<file path="src/rtl/hsce_pkg.sv">
package hsce_pkg;

    // UTF-8 lead byte and non-breaking space byte
    localparam logic [7:0] LEAD_BYTE = 8'hC2;
    localparam logic [7:0] NBSP_BYTE = 8'hA0;

    // Characters that are escaped
    localparam logic [7:0] CHR_DQUOTE = 8'h22;
    localparam logic [7:0] CHR_SQUOTE = 8'h27;
    localparam logic [7:0] CHR_LT     = 8'h3C;
    localparam logic [7:0] CHR_GT     = 8'h3E;
    localparam logic [7:0] CHR_AMP    = 8'h26;

    // Configuration register indexes
    localparam int CFG_IDX_W = 3;
    localparam logic [CFG_IDX_W-1:0] CFG_ESC_DQUOTE = 3'd0;
    localparam logic [CFG_IDX_W-1:0] CFG_ESC_SQUOTE = 3'd1;
    localparam logic [CFG_IDX_W-1:0] CFG_UTF8_MODE  = 3'd2;
    localparam logic [CFG_IDX_W-1:0] CFG_ESC_NBSP   = 3'd3;

    // Widest run (held lead byte plus six-byte entity), and width of a run length
    localparam int ENT_MAX_BYTES = 7;
    localparam int RUN_LEN_W     = 3;

    // What one byte turns into, apart from a flushed lead byte
    typedef enum logic [2:0] {
        ENT_NONE,
        ENT_PLAIN,
        ENT_QUOT,
        ENT_APOS,
        ENT_LT,
        ENT_GT,
        ENT_AMP,
        ENT_NBSP
    } entity_t;

    typedef struct packed {
        logic esc_dquote;
        logic esc_squote;
        logic utf8_mode;
        logic esc_nbsp;
    } cfg_t;

    // Item sitting in the input register, plus the held lead byte flag
    typedef struct packed {
        logic [7:0] text_byte;
        logic       string_last;
        logic       held;
    } item_t;

    // Output run for one item
    typedef struct packed {
        logic                 lead;
        entity_t              ent;
        logic [RUN_LEN_W-1:0] len;
        logic                 held_next;
    } run_t;

    function automatic logic [RUN_LEN_W-1:0] ent_len(entity_t ent);
        logic [RUN_LEN_W-1:0] n;
        n = '0;
        case (ent)
            ENT_NONE:  n = 3'd0;
            ENT_PLAIN: n = 3'd1;
            ENT_QUOT:  n = 3'd6;
            ENT_APOS:  n = 3'd6;
            ENT_LT:    n = 3'd4;
            ENT_GT:    n = 3'd4;
            ENT_AMP:   n = 3'd5;
            ENT_NBSP:  n = 3'd6;
            default:   n = 3'd0;
        endcase
        return n;
    endfunction

    // Byte at position pos of an entity; text is left aligned
    function automatic logic [7:0] ent_byte(entity_t ent, logic [7:0] plain,
                                            logic [RUN_LEN_W-1:0] pos);
        logic [8*ENT_MAX_BYTES-1:0] text;
        logic [8*ENT_MAX_BYTES-1:0] shifted;
        text = '0;
        case (ent)
            ENT_PLAIN: text = {plain, 48'h0};
            ENT_QUOT:  text = {"&quot;", 8'h0};
            ENT_APOS:  text = {"&#039;", 8'h0};
            ENT_LT:    text = {"&lt;", 24'h0};
            ENT_GT:    text = {"&gt;", 24'h0};
            ENT_AMP:   text = {"&amp;", 16'h0};
            ENT_NBSP:  text = {"&nbsp;", 8'h0};
            default:   text = '0;
        endcase
        shifted = text << {pos, 3'b000};
        return shifted[8*ENT_MAX_BYTES-1 -: 8];
    endfunction

endpackage

</file>
<file path="src/rtl/hsce_if.sv">
interface hsce_in_if;
    logic       valid;
    logic       ready;
    logic [7:0] text_byte;
    logic       string_last;

    modport source (output valid, output text_byte, output string_last, input ready);
    modport sink   (input valid, input text_byte, input string_last, output ready);
endinterface

interface hsce_out_if;
    logic       valid;
    logic       ready;
    logic [7:0] out_byte;
    logic       run_last;
    logic       string_end;

    modport source (output valid, output out_byte, output run_last, output string_end,
                    input ready);
    modport sink   (input valid, input out_byte, input run_last, input string_end,
                    output ready);
endinterface

interface hsce_cfg_if;
    import hsce_pkg::*;
    logic                 valid;
    logic                 ready;
    logic [CFG_IDX_W-1:0] index;
    logic                 data;

    modport source (output valid, output index, output data, input ready);
    modport sink   (input valid, input index, input data, output ready);
endinterface

</file>
<file path="src/rtl/hsce_classify.sv">
module hsce_classify (
    input  hsce_pkg::cfg_t  cfg,
    input  hsce_pkg::item_t item,
    output hsce_pkg::run_t  run
);
    import hsce_pkg::*;

    logic    pair_mode;
    logic    hold_this;
    entity_t single_ent;

    assign pair_mode = cfg.utf8_mode & cfg.esc_nbsp;
    assign hold_this = (item.text_byte == LEAD_BYTE) & pair_mode & ~item.string_last;

    // Escape of a byte on its own
    always_comb
    begin
        case (item.text_byte)
            CHR_DQUOTE: single_ent = cfg.esc_dquote ? ENT_QUOT : ENT_PLAIN;
            CHR_SQUOTE: single_ent = cfg.esc_squote ? ENT_APOS : ENT_PLAIN;
            CHR_LT:     single_ent = ENT_LT;
            CHR_GT:     single_ent = ENT_GT;
            CHR_AMP:    single_ent = ENT_AMP;
            NBSP_BYTE:  single_ent = (cfg.esc_nbsp & ~cfg.utf8_mode) ? ENT_NBSP : ENT_PLAIN;
            default:    single_ent = ENT_PLAIN;
        endcase
    end

    // Pair handling around a held lead byte
    always_comb
    begin
        run.lead      = 1'b0;
        run.ent       = single_ent;
        run.held_next = 1'b0;
        if (item.held && pair_mode && item.text_byte == NBSP_BYTE)
        begin
            run.ent = ENT_NBSP;
        end
        else
        begin
            run.lead = item.held;
            if (hold_this)
            begin
                run.ent       = ENT_NONE;
                run.held_next = 1'b1;
            end
        end
        run.len = ent_len(run.ent) + {{(RUN_LEN_W-1){1'b0}}, run.lead};
    end

endmodule

</file>
<file path="src/rtl/hsce_expand.sv">
module hsce_expand (
    input  logic              clk,
    input  logic              rst_n,
    hsce_in_if.sink           text_in,
    hsce_out_if.source        text_out,
    output hsce_pkg::item_t   item,
    input  hsce_pkg::run_t    run
);
    import hsce_pkg::*;

    logic                 in_valid_reg;
    logic [7:0]           byte_reg;
    logic                 last_reg;
    logic                 held_reg;
    logic [RUN_LEN_W-1:0] idx_reg;
    logic                 out_valid_reg;
    logic [7:0]           out_byte_reg;
    logic                 out_run_last_reg;
    logic                 out_end_reg;

    logic                 out_free;
    logic                 emit;
    logic                 at_end;
    logic                 done;
    logic                 accept;
    logic [RUN_LEN_W-1:0] pos;
    logic [7:0]           byte_next;

    assign item.text_byte   = byte_reg;
    assign item.string_last = last_reg;
    assign item.held        = held_reg;

    // Handshake and sequencing through the run
    assign out_free      = ~out_valid_reg | text_out.ready;
    assign emit          = in_valid_reg & (run.len != '0) & out_free;
    assign at_end        = (idx_reg == run.len - 3'd1);
    assign done          = in_valid_reg & ((run.len == '0) | (emit & at_end));
    assign text_in.ready = ~in_valid_reg | done;
    assign accept        = text_in.valid & text_in.ready;

    // Byte for the current position of the run
    assign pos       = idx_reg - {{(RUN_LEN_W-1){1'b0}}, run.lead};
    assign byte_next = (run.lead && idx_reg == '0) ? LEAD_BYTE
                                                   : ent_byte(run.ent, byte_reg, pos);

    // Control state
    always_ff @(posedge clk or negedge rst_n)
    begin
        if (!rst_n)
        begin
            in_valid_reg  <= 1'b0;
            held_reg      <= 1'b0;
            idx_reg       <= '0;
            out_valid_reg <= 1'b0;
        end
        else
        begin
            if (accept)
                in_valid_reg <= 1'b1;
            else if (done)
                in_valid_reg <= 1'b0;

            if (done)
            begin
                held_reg <= run.held_next;
                idx_reg  <= '0;
            end
            else if (emit)
            begin
                idx_reg <= idx_reg + 3'd1;
            end

            if (emit)
                out_valid_reg <= 1'b1;
            else if (text_out.ready)
                out_valid_reg <= 1'b0;
        end
    end

    // Payload registers
    always_ff @(posedge clk)
    begin
        if (accept)
        begin
            byte_reg <= text_in.text_byte;
            last_reg <= text_in.string_last;
        end
        if (emit)
        begin
            out_byte_reg     <= byte_next;
            out_run_last_reg <= at_end;
            out_end_reg      <= at_end & last_reg;
        end
    end

    assign text_out.valid      = out_valid_reg;
    assign text_out.out_byte   = out_byte_reg;
    assign text_out.run_last   = out_run_last_reg;
    assign text_out.string_end = out_end_reg;

endmodule

</file>
<file path="src/rtl/html_special_char_escaper.sv">
// HTML special-character escaper.
//
// text_in takes one text byte per item with string_last on the final byte
// of a string. text_out gives the escaped bytes, one per item, with run_last
// on the last byte caused by an input item and string_end on the last byte
// of the string. cfg writes the four one-bit control registers (index 0..3,
// others ignored); it is always ready and must be used only while idle.
//
// Each input item is held in the input register while its output bytes
// pass one by one through the single output register; a plain byte gives
// one output byte, an entity as many bytes as it has (up to 7 with a flushed
// C2 lead byte). The next item is taken as the last byte of a run is sent.
// A C2 held for pairing gives no output.
// A stalled receiver holds the output register and backs up into text_in.
// Reset empties both registers, clears the held lead byte and loads the
// register defaults: quote escape on, apostrophe escape off, UTF-8 mode on,
// nbsp escape off.
module html_special_char_escaper (
    input  logic       clk,
    input  logic       rst_n,
    hsce_cfg_if.sink   cfg,
    hsce_in_if.sink    text_in,
    hsce_out_if.source text_out
);
    import hsce_pkg::*;

    cfg_t  cfg_reg;
    item_t item;
    run_t  run;

    assign cfg.ready = 1'b1;

    // Configuration registers
    always_ff @(posedge clk or negedge rst_n)
    begin
        if (!rst_n)
        begin
            cfg_reg.esc_dquote <= 1'b1;
            cfg_reg.esc_squote <= 1'b0;
            cfg_reg.utf8_mode  <= 1'b1;
            cfg_reg.esc_nbsp   <= 1'b0;
        end
        else if (cfg.valid)
        begin
            unique case (cfg.index)
                CFG_ESC_DQUOTE: cfg_reg.esc_dquote <= cfg.data;
                CFG_ESC_SQUOTE: cfg_reg.esc_squote <= cfg.data;
                CFG_UTF8_MODE:  cfg_reg.utf8_mode  <= cfg.data;
                CFG_ESC_NBSP:   cfg_reg.esc_nbsp   <= cfg.data;
                default:        ;
            endcase
        end
    end

    hsce_classify u_classify (
        .cfg  (cfg_reg),
        .item (item),
        .run  (run)
    );

    hsce_expand u_expand (
        .clk      (clk),
        .rst_n    (rst_n),
        .text_in  (text_in),
        .text_out (text_out),
        .item     (item),
        .run      (run)
    );

endmodule
</file>
<file path="src/flat_wrapper.sv">
// flat-port wrapper written by rule: the top's interface ports become plain ports
module html_special_char_escaper_flat import hsce_pkg::*;
  (clk, rst_n, cfg_valid, cfg_index, cfg_data, cfg_ready, text_in_valid, text_in_text_byte, text_in_string_last, text_in_ready, text_out_valid, text_out_out_byte, text_out_run_last, text_out_string_end, text_out_ready);
  hsce_cfg_if cfg_i ();
  hsce_in_if text_in_i ();
  hsce_out_if text_out_i ();
  input  logic clk;
  input  logic rst_n;
  input wire logic [$bits(cfg_i.valid)-1:0] cfg_valid;
  input wire logic [$bits(cfg_i.index)-1:0] cfg_index;
  input wire logic [$bits(cfg_i.data)-1:0] cfg_data;
  output wire logic [$bits(cfg_i.ready)-1:0] cfg_ready;
  input wire logic [$bits(text_in_i.valid)-1:0] text_in_valid;
  input wire logic [$bits(text_in_i.text_byte)-1:0] text_in_text_byte;
  input wire logic [$bits(text_in_i.string_last)-1:0] text_in_string_last;
  output wire logic [$bits(text_in_i.ready)-1:0] text_in_ready;
  output wire logic [$bits(text_out_i.valid)-1:0] text_out_valid;
  output wire logic [$bits(text_out_i.out_byte)-1:0] text_out_out_byte;
  output wire logic [$bits(text_out_i.run_last)-1:0] text_out_run_last;
  output wire logic [$bits(text_out_i.string_end)-1:0] text_out_string_end;
  input wire logic [$bits(text_out_i.ready)-1:0] text_out_ready;
  assign cfg_i.valid = cfg_valid;
  assign cfg_i.index = cfg_index;
  assign cfg_i.data = cfg_data;
  assign cfg_ready = cfg_i.ready;
  assign text_in_i.valid = text_in_valid;
  assign text_in_i.text_byte = text_in_text_byte;
  assign text_in_i.string_last = text_in_string_last;
  assign text_in_ready = text_in_i.ready;
  assign text_out_valid = text_out_i.valid;
  assign text_out_out_byte = text_out_i.out_byte;
  assign text_out_run_last = text_out_i.run_last;
  assign text_out_string_end = text_out_i.string_end;
  assign text_out_i.ready = text_out_ready;
  html_special_char_escaper u_core (.clk(clk), .rst_n(rst_n), .cfg(cfg_i), .text_in(text_in_i), .text_out(text_out_i));
endmodule
</file>
<file path="config.mk">
export PLATFORM = sky130hd
export DESIGN_NAME = html_special_char_escaper_flat
export DESIGN_NICKNAME = d
export VERILOG_FILES = /design/src/rtl/hsce_pkg.sv /design/src/rtl/hsce_if.sv /design/src/rtl/hsce_classify.sv /design/src/rtl/hsce_expand.sv /design/src/rtl/html_special_char_escaper.sv /design/src/flat_wrapper.sv
export SDC_FILE = /design/constraint.sdc
export NUM_CORES = 1
export LEC_CHECK = 0
export ABC_AREA = 1
export BUFFER_PORTS_ARGS = -buffer_cell sky130_fd_sc_hd__clkbuf_2
export CAP_MARGIN = 20
export CORE_MARGIN = 1.5
export CORE_UTILIZATION = 55
export DETAILED_ROUTE_END_ITERATION = 10
export PLACE_DENSITY_LB_ADDON = 0.12
export SLEW_MARGIN = 20
export SYNTH_ARGS = -nofsm -noshare
export SYNTH_HDL_FRONTEND = slang
export SYNTH_SLANG_ARGS = --single-unit
</file>
<file path="constraint.sdc">
create_clock -name clk -period 8.2 [get_ports clk]
set_input_delay 0 -clock clk [delete_from_list [all_inputs] [get_ports clk]]
set_output_delay 0 -clock clk [all_outputs]
set_load 0.01 [all_outputs]
</file>
== Word-level counts from Yosys, hierarchy flattened ==
Memories as Yosys holds them, arrays and structs flattened.
Index checks and enable logic that the tools add are counted.

* $add $sub $neg: 4
* Eq/ne operators: 18
* Shift operators: 1
* Muxes and demuxes: 16
* Bitwise operators: 17
* Reductions and logical operators: 14

{| class="wikitable"
|+ Operators by type and width
! operator !! count
|-
| 56-bit one-hot mux with 7 select lines || 1
|-
| 56-bit by 6-bit left shift with 56-bit output || 1
|-
| 8-bit by 6-bit == test with 1-bit output (second input constant) || 5
|-
| 3-bit one-hot mux with 6 select lines || 1
|-
| 8-bit == test (second input constant) || 2
|-
| 3-bit two-way mux || 5
|-
| 3-bit by 2-bit == test with 1-bit output (second input constant) || 4
|-
| 3-bit == test (second input constant) || 4
|-
| 1-bit bitwise AND || 10
|-
| 3-bit logical NOT || 3
|-
| 2-bit AND reduction || 4
|-
| 1-bit two-way mux || 7
|-
| 3-bit by 1-bit == test with 1-bit output (second input constant) || 2
|-
| 2-bit nonzero test || 3
|-
| 2-bit two-way mux || 2
|-
| 1-bit inverter || 4
|-
| 3-bit by 1-bit adder with 3-bit output || 1
|-
| 3-bit by 1-bit adder with 3-bit output (second input constant) || 1
|-
| 3-bit == test || 1
|-
| 1-bit logical AND || 3
|-
| 1-bit bitwise OR || 3
|-
| 3-bit nonzero test || 1
|-
| 3-bit by 1-bit subtractor with 3-bit output || 1
|-
| 3-bit by 1-bit subtractor with 3-bit output (second input constant) || 1
|}

* Register bits: 29
* Bits in read-only memories: 24
* Memories kept: 1

{| class="wikitable"
|+ Memory list
! name !! depth !! bits a word !! rd ports !! clocked after Yosys merged registers in !! write ports !! line !! RTL
|-
| (no name shown) || 8 || 3 || 1 || 0 || 0 || hsce_pkg.sv:62 || <nowiki>case (ent)</nowiki>
|}

== Depth between registers and ports, before layout ==
Gate-level depths: netlist of the first run.
An unclocked memory read counts as a cell.

* Depth after elaboration: 17
* Depth in mapped cells: 22
* Mapped depth without buffers: 22

== By module ==
Synthesis of the first run repeated with hierarchy kept, for this count alone.

* Cell total of the unflattened synthesis: 305
* Area, all modules: 2168.3 um2

{| class="wikitable"
|+ Modules (own cells, without submodules)
! module !! instances !! cells an instance !! area an instance (um2)
|-
| hsce_expand || 1 || 190 || 1566.5
|-
| hsce_classify || 1 || 84 || 381.6
|-
| html_special_char_escaper || 1 || 31 || 220.2
|}

== Worst setup path after synthesis of the first run ==
No wires, ideal clock.

* Path kind: flip-flop to flip-flop
* Start point: reg u_core.u_expand.byte_reg[4]
* End point: reg u_core.u_expand.byte_reg[0] (enable)
* Library setup time: 0.378 ns
* Arrival: 3.296 ns
* Data required time: 7.822 ns
* Setup slack: 4.527 ns
* Stages on the path, launching flop included: 20
* Period minus slack after synthesis: 3.673 ns
* Cell sequence: edfxtp_1 > inv_2 > nand2_2 > nor2_1 > nand3_2 > nand3b_1 > nand2_4 > nor2_4 > nand2_2 > nand2_1 > ha_1 > ha_1 > inv_1 > ha_1 > ha_1 > nor2_1 > nand2_1 > inv_1 > a21oi_1 > a21oi_1

* Longest elaborated chain between the ends: 15
* Elaborated cells between the ends (all ways): 27
* Classes of those cells: 2 x add/sub; 8 x eq/ne; 4 x mux; 9 x bitwise; 3 x reduce/logical; 1 x memory

{| class="wikitable"
|+ Ends and longest elaborated chain
! element !! line !! RTL
|-
| start, declared || hsce_expand.sv:12 || <nowiki>logic [7:0] byte_reg;</nowiki>
|-
| start signal, assigned || hsce_expand.sv:85 || <nowiki>byte_reg <= text_in.text_byte;</nowiki>
|-
| 8-bit == test || hsce_classify.sv:13 || <nowiki>assign hold_this = (item.text_byte == LEAD_BYTE) & pair_mode & ~item.string_last;</nowiki>
|-
| 1-bit bitwise AND (2 in a row) || hsce_classify.sv:13 ||
|-
| 3-bit two-way mux || hsce_classify.sv:42 || <nowiki>if (hold_this)</nowiki>
|-
| 3-bit two-way mux || hsce_classify.sv:35 || <nowiki>if (item.held && pair_mode && item.text_byte == NBSP_BYTE)</nowiki>
|-
| memory 8 x 3 bit || -- ||
|-
| 3-bit by 1-bit adder with 3-bit output * || hsce_classify.sv:48 || <nowiki>run.len = ent_len(run.ent) + {{(RUN_LEN_W-1){1'b0}}, run.lead};</nowiki>
|-
| 3-bit nonzero test * || hsce_expand.sv:35 || <nowiki>assign emit = in_valid_reg & (run.len != '0) & out_free;</nowiki>
|-
| 1-bit bitwise AND * (2 in a row) || hsce_expand.sv:35 ||
|-
| net u_core.u_expand.emit || hsce_expand.sv:22 || <nowiki>logic emit;</nowiki>
|-
| 1-bit bitwise AND * || hsce_expand.sv:37 || <nowiki>assign done = in_valid_reg & ((run.len == '0) | (emit & at_end));</nowiki>
|-
| 1-bit bitwise OR * || hsce_expand.sv:37 ||
|-
| 1-bit bitwise AND * || hsce_expand.sv:37 ||
|-
| 1-bit bitwise OR * || hsce_expand.sv:38 || <nowiki>assign text_in.ready = ~in_valid_reg | done;</nowiki>
|-
| 1-bit bitwise AND * || hsce_expand.sv:39 || <nowiki>assign accept = text_in.valid & text_in.ready;</nowiki>
|-
| net u_core.u_expand.accept || hsce_expand.sv:25 || <nowiki>logic accept;</nowiki>
|}

Mark *: on every way through the listed nets, which the timed path passes. The rest lies on a longest branch.
A chain may end at the register's enable or synchronous reset.

== Worst setup path in the final report of the first run ==
* Start point: reg u_core.u_expand.byte_reg[4]
* End point: reg u_core.u_expand.byte_reg[2] (enable)

The elaborated chain is that of the path after synthesis.

==> results.toml, run 1 <==
[clock_network]
clk_path_buf_depth = 2
h-tree-depth = 2
ctsResizeCount = 0
cts_tree = "yes"
cts_made_buffers = 5
clk_pin_slew_ps = 60
numClockSinks = 29
root_buffer = "clkbuf_8"
clock_latency_ps = 270

[global_routing]
grt_usage_pct = 22.8
antenna_found_initial = 0
gr-total-overflow = 0
grt_pass1_wl_um = 7160
grt_max_degree = 16
grt_pass1_vias = 1700

[drt]
wl_per_cell_um = 12.1
final_antenna_net_count = 0
drcViolationCount = 0
via_per_inst = 5.22
dr.pass1.iters = 4
via_count = 1806
routed_wl_um = 4190
drtIter0Drc = 127

[yosys]
seq_area_frac_synth_pct = 40.1
synth_common_cells = "48 x nand2_1, 33 x inv_1, 27 x nor2_1"
synth.distinct_cells = 34
synth_ff_type = "edfxtp_1"
synth-edff-count = 19
netlist_area_sq_um = 2050
netlist_top_cells_area = "edfxtp_1 28%, dfrtp_1 9.8%, nand2_1 8.8%, nand3_1 6.1%, inv_1 6.0%"
synth_top_area_share_pct = 27.8
async_reset_ff_share_pct = 34.5
synth_seq_cells = 29
ys.warnings.count = 0
synth_cells = 251
synth_most_common_cell = "nand2_1"
syn-num-nets = 277
yosysTopAreaCell = "edfxtp_1"
syn_avg_cell_area_sq_um = 8.18

[final_layout]
n_antenna_cell = 0
nNetsFinal = 324
drive_above_1_share_pct = 26.2
syn_to_final_growth_pct = 19.7
instances_no_fill = 346
n_fill_cell = 296

[timing]
drv_slew = 0
clock.fmax_ghz = 0.236
hold_viol = 0
tightestPinTransition_ps = 788
final.period_utilization_pct = 51.8
finalCriticalPeriod_ps = 4240
finClkSkew_ps = 3.54
setup_ws_ps = 3960
finalSetupViolations = 0
tns_ps = 0
rsz0062_at_grt = "false"
slew-limit-headroom_pct = 47.4

[setup_path]
critPathRequiredTime_ps = 8100
worstSetupPathType = "flip-flop to flip-flop"
worstRegToRegCells = 19
slowest_stage = "a21oi_1"
cp.arrival_ps = 4140
endpoint = "u_core.u_expand.byte_reg[2]"
r2r_setup_slack_ps = 3960
cpMostUsedCell = "ha_1"
r2r-start = "u_core.u_expand.byte_reg[4]"
crit_path_start = "u_core.u_expand.byte_reg[4]"
cp-start-kind = "flip-flop"
critical_path.max_fanout = 14
critPathMaxStageDelay_ps = 650
cp-end-kind = "flip-flop"
worstPathCellList = "inv_2, nand2_2, nor2_1, nand3_2, nand3b_1, nand2_4, nor2_4, nand2_2, nand2_1, ha_1, ha_1, inv_1, ha_1, ha_1, nor2_1, nand2_1, inv_1, a21oi_1, a21oi_1"
reg2reg_to = "u_core.u_expand.byte_reg[2]"

[place]
placed_cells = 325
dpl_worst_slack_ps = 4010
port_buffers = 29
gp_congestion = 0.844
hpwl_um = 3240

[floorplanning]
pin_count = 31
dieArea_sq_um = 4110
start_util_pct = 56.5
coreArea_sq_um = 3630
fp-row-count = 22
die_w_um = 64.1
die_height_um = 64.1

[run]
maxCapViolCount = 0

[hold_path]
hp-class = "input pin to flip-flop"
holdPathStages = 3

[outcome]
status = "finished, final reports clean"

[pwr]
power_uw = 679
power_density_nw_per_um2 = 276
cellLeakagePower_uw = 0.00124
peakVddDrop_uv = 128
[placed cells by master (no fill, tap or decap), types with 2 or more instances in the layout]
| master | instances |
|---|---|
| nand2_2 | 10 |
| clkbuf_8 | 5 |
| ha_1 | 8 |
| nand2_1 | 48 |
| nand4_1 | 5 |
| o21ai_1 | 2 |
| nor2_1 | 27 |
| nand3_4 | 2 |
| clkbuf_2 | 29 |
| xor2_1 | 2 |
| dlygate4sd3_1 | 14 |
| nor2_4 | 5 |
| nand2_4 | 4 |
| inv_2 | 6 |
| dfrtp_1 | 8 |
| inv_1 | 33 |
| nor3_1 | 4 |
| edfxtp_1 | 19 |
| a21oi_1 | 10 |
| xnor2_1 | 2 |
| o21ai_0 | 8 |
| dfstp_2 | 2 |
| nand3_2 | 6 |
| nand3_1 | 25 |
| nor2_2 | 2 |
[what timing repair did]
item                      CTS  global route
hold endpoints to repair   23             0
hold buffers               14             0
setup buffers               0             0
[logic make-up after synthesis]
kind of cell	synth area share (%)
and+or+nand+nor	36.7
buffers and inverters	7.98
DFF	40.1
AOI/OAI and AO/OA	7.92
adders and majority gates	4.88
xor gates and xnor gates	1.71
other	0.183
muxes	0.548
[how the worst min path moves through the flow]
stage	slack (ps)	from	endpoint
2_1_floorplan	-300	rst_n	u_core.cfg_reg[0]
3_3_place_gp	-130	rst_n	u_core.u_expand.idx_reg[0]
3_5_place_dp	-130	rst_n	u_core.u_expand.idx_reg[2]
4_1_cts	30	cfg_index[1]	u_core.cfg_reg[0]
5_1_grt	60	cfg_index[0]	u_core.cfg_reg[0]
6_report	30	cfg_index[1]	u_core.cfg_reg[0]
[worst max-delay path: cells and delay by family, from the launching register on]
kind	cells	cell delay, ps
compound gates	2	860
fa+ha+maj	4	830
buf+inv	3	490
flops	1	450
simple gates	10	1240
[report_power, final]
| group | internal (uW) | leakage, uW | total (uW) | switching (uW) |
|---|---|---|---|---|
| Clock | 56.9 | 0.0000387 | 104 | 46.7 |
| Sequential | 232 | 0.000303 | 263 | 31.0 |
| Combinational | 111 | 0.000896 | 313 | 202 |
[layout make-up]
type                            instances  area, sq um  share of cell area [%]
Clock inverter                          1         3.75                   0.153
Multi-Input combinational cell        180         1070                    43.4
Timing Repair Buffer                   43          285                    11.6
Tap cell                               48         60.1                    2.44
Sequential cell                        29          823                    33.5
Clock buffer                            6         72.6                    2.95
Inverter                               39          146                    5.96
[layer usage]
metal	track usage (%)	vias up	part of all wire (%)	wire length (um)
met5	0	-	0	0
met4	7.98	0	0.98	41
met3	4.58	5	5.2	218
met2	40.5	55	51	2150
met1	27.3	833	42	1770
li1	-	913	-	-
[stage by stage]
step                      area, sq um  hold WS [ps]  utilization [%]
after global routing             2460          59.7             67.6
after global placement           2240          -126             61.7
after detailed placement         2240          -126             61.7
final                            2460          28.2             67.6
after floorplan                  2050          -296                -
after CTS                        2460          28.1             67.6
(Power assumes the default switching activity.)
==> run 2: changes to the inputs <==
==> constraint.sdc (replaced) <==
create_clock -name clk -period 4.3 [get_ports clk]
set_input_delay 0 -clock clk [delete_from_list [all_inputs] [get_ports clk]]
set_output_delay 0 -clock clk [all_outputs]
set_load 0.01 [all_outputs]
==> run 2 against run 1 <==
Compared with the run above:
- sequential share of layout area fell by 0.60 points
- core utilization rose by 1.2 points
- via count fell by 0.22%
- count of clock-buffer cells in the layout rose by 1
- die area did not move
- maximum frequency rose by 18%
- worst hold slack got worse by 16 ps
- total power rose by 110%
- highest routed layer unchanged
==> results.toml, run 2 (same netlist as run 1, synthesis figures left out) <==
[pwr]
power_frac_seq_pct = 35.5
p_switching_uw = 552
cellLeakagePower_uw = 0.00126
clockPowerShare_pct = 20.9
switching_share_pct = 39.3
power_density_nw_per_um2 = 561
peakVddDrop_uv = 293
p_comb_share_pct = 43.6
internal_power_uw = 852

[hold_path]
hp-start = "cfg_data"
hp-class = "input pin to flip-flop"
holdPathEnd = "u_core.cfg_reg[1]"
holdPathStages = 3

[final_layout]
n_fill_cell = 326
n_antenna_cell = 0
regArea_sq_um = 823
final_util_pct = 68.9
instances_no_fill = 348
nNetsFinal = 325
final_common_cell = "nand2_1"
layout_common_cells = "48 x nand2_1, 33 x inv_1, 29 x clkbuf_2, 27 x nor2_1, 25 x nand3_1"
multi_input_area_sq_um = 1070
syn_to_final_growth_pct = 21.9
drive_above_1_share_pct = 27.3

[drt]
dr.pass1.iters = 5
via_per_inst = 5.18
drtIter0Drc = 125
top_layer_used = "met4"
drt-met1-wl_um = 1860
wl_met2_um = 2250
drcViolationCount = 0
final_antenna_net_count = 0
routed_wl_um = 4420
wl_per_cell_um = 12.7
via_count = 1802
wl_met3_um = 227

[timing]
finClkSkew_ps = 6.13
drv_slew = 0
rsz0062_at_grt = "false"
slew-limit-headroom_pct = 65.0
hold_viol = 0
final.period_utilization_pct = 83.9
timing.hold.ws_ps = 12.4
tns_ps = 0
finalSetupViolations = 0
clock.fmax_ghz = 0.277
finalCriticalPeriod_ps = 3610
tightestPinTransition_ps = 518

[clock_network]
clk_path_buf_depth = 2
cts_tree = "yes"
numClockSinks = 29
clock_latency_ps = 280
cts_setup_buffers = 0
h-tree-depth = 2
clk_pin_slew_ps = 60
root_buffer = "clkbuf_8"
cts_made_buffers = 5

[outcome]
status = "finished, final reports clean"

[setup_path]
r2r-start = "u_core.u_expand.byte_reg[4]"
cp-end-kind = "flip-flop"
worstSetupPathType = "flip-flop to flip-flop"
critPathRequiredTime_ps = 4470
reg2reg_to = "u_core.u_expand.held_reg"
cp.arrival_ps = 3780
worstRegToRegCells = 20
r2r_setup_slack_ps = 690
critical_path.max_fanout = 8
cp-start-kind = "flip-flop"

[floorplanning]
start_util_pct = 56.5
fp-row-count = 22
coreArea_sq_um = 3630
die_w_um = 64.1
die_height_um = 64.1
dieArea_sq_um = 4110
pin_count = 31

[global_routing]
gr-total-overflow = 0
grt_max_degree = 16
grt_pass1_vias = 1764
grt_usage_pct = 24.1
grt_pass1_wl_um = 7650
antenna_found_initial = 0

[place]
hpwl_um = 3320
port_buffers = 29
gp_congestion = 0.936
placed_cells = 327

[run]
maxCapViolCount = 0
-- run 2: per-stage QoR --
step           power [uW]  cell area [sq um]  worst slack [ps]
6_report             1400               2500               691
5_1_grt              1510               2500               361
3_5_place_dp         1100               2260               698
4_1_cts              1400               2500               693
3_3_place_gp         1090               2260               789
2_1_floorplan         925               2050               627
-- run 2: cell type report --
| type | count | share of cell area [%] |
|---|---|---|
| flip-flops and latches | 29 | 32.9 |
| multi-input cells | 180 | 42.6 |
| clock inverters | 1 | 1.20 |
| repair buffers | 44 | 11.6 |
| well taps | 48 | 2.40 |
| clock buffers | 7 | 3.45 |
| inverters | 39 | 5.85 |
-- run 2: power groups by stage --
stage	registers [uW]	clock network, uW	logic, uW
2_1_floorplan	523	0	403
3_3_place_gp	501	0	594
3_5_place_dp	505	0	594
4_1_cts	500	296	609
5_1_grt	511	308	692
6_report	499	293	613
-- run 2: metal layers --
layer / GRT usage (%) / up-vias
li1: - / 918
met1: 29.4 / 812
met2: 42.4 / 61
met3: 4.23 / 11
met4: 8.78 / 0
met5: 0 / -
-- run 2: worst max path at each step --
stage          slack (ps)                           to                         from
2_1_floorplan         630  u_core.u_expand.byte_reg[0]  u_core.u_expand.byte_reg[4]
3_3_place_gp          790     u_core.u_expand.held_reg  u_core.u_expand.byte_reg[4]
3_5_place_dp          700     u_core.u_expand.held_reg  u_core.u_expand.byte_reg[4]
4_1_cts               690     u_core.u_expand.held_reg  u_core.u_expand.byte_reg[4]
5_1_grt               360     u_core.u_expand.held_reg  u_core.u_expand.byte_reg[4]
6_report              690     u_core.u_expand.held_reg  u_core.u_expand.byte_reg[4]
-- run 2: timing repair --
item                      4_1_cts  5_1_grt
gates resized for setup         0        0
hold buffers                   13        0
hold endpoints to repair       22        0
-- run 2: worst max-delay path: stages (launching register included) --
cell and delay, ps:
edfxtp_1 440, inv_2 90, nand2_2 70, nor2_4 190
nand2_2 170, nand3_2 150, nand2_1 100, nand2_4 120
nor2_4 50, nand2_2 80, nand2_1 60, ha_1 180
ha_1 270, inv_1 40, ha_1 170, ha_1 310
xnor2_1 150, nor2_1 140, a21oi_1 120, nor2_1 230
mux2_2 370
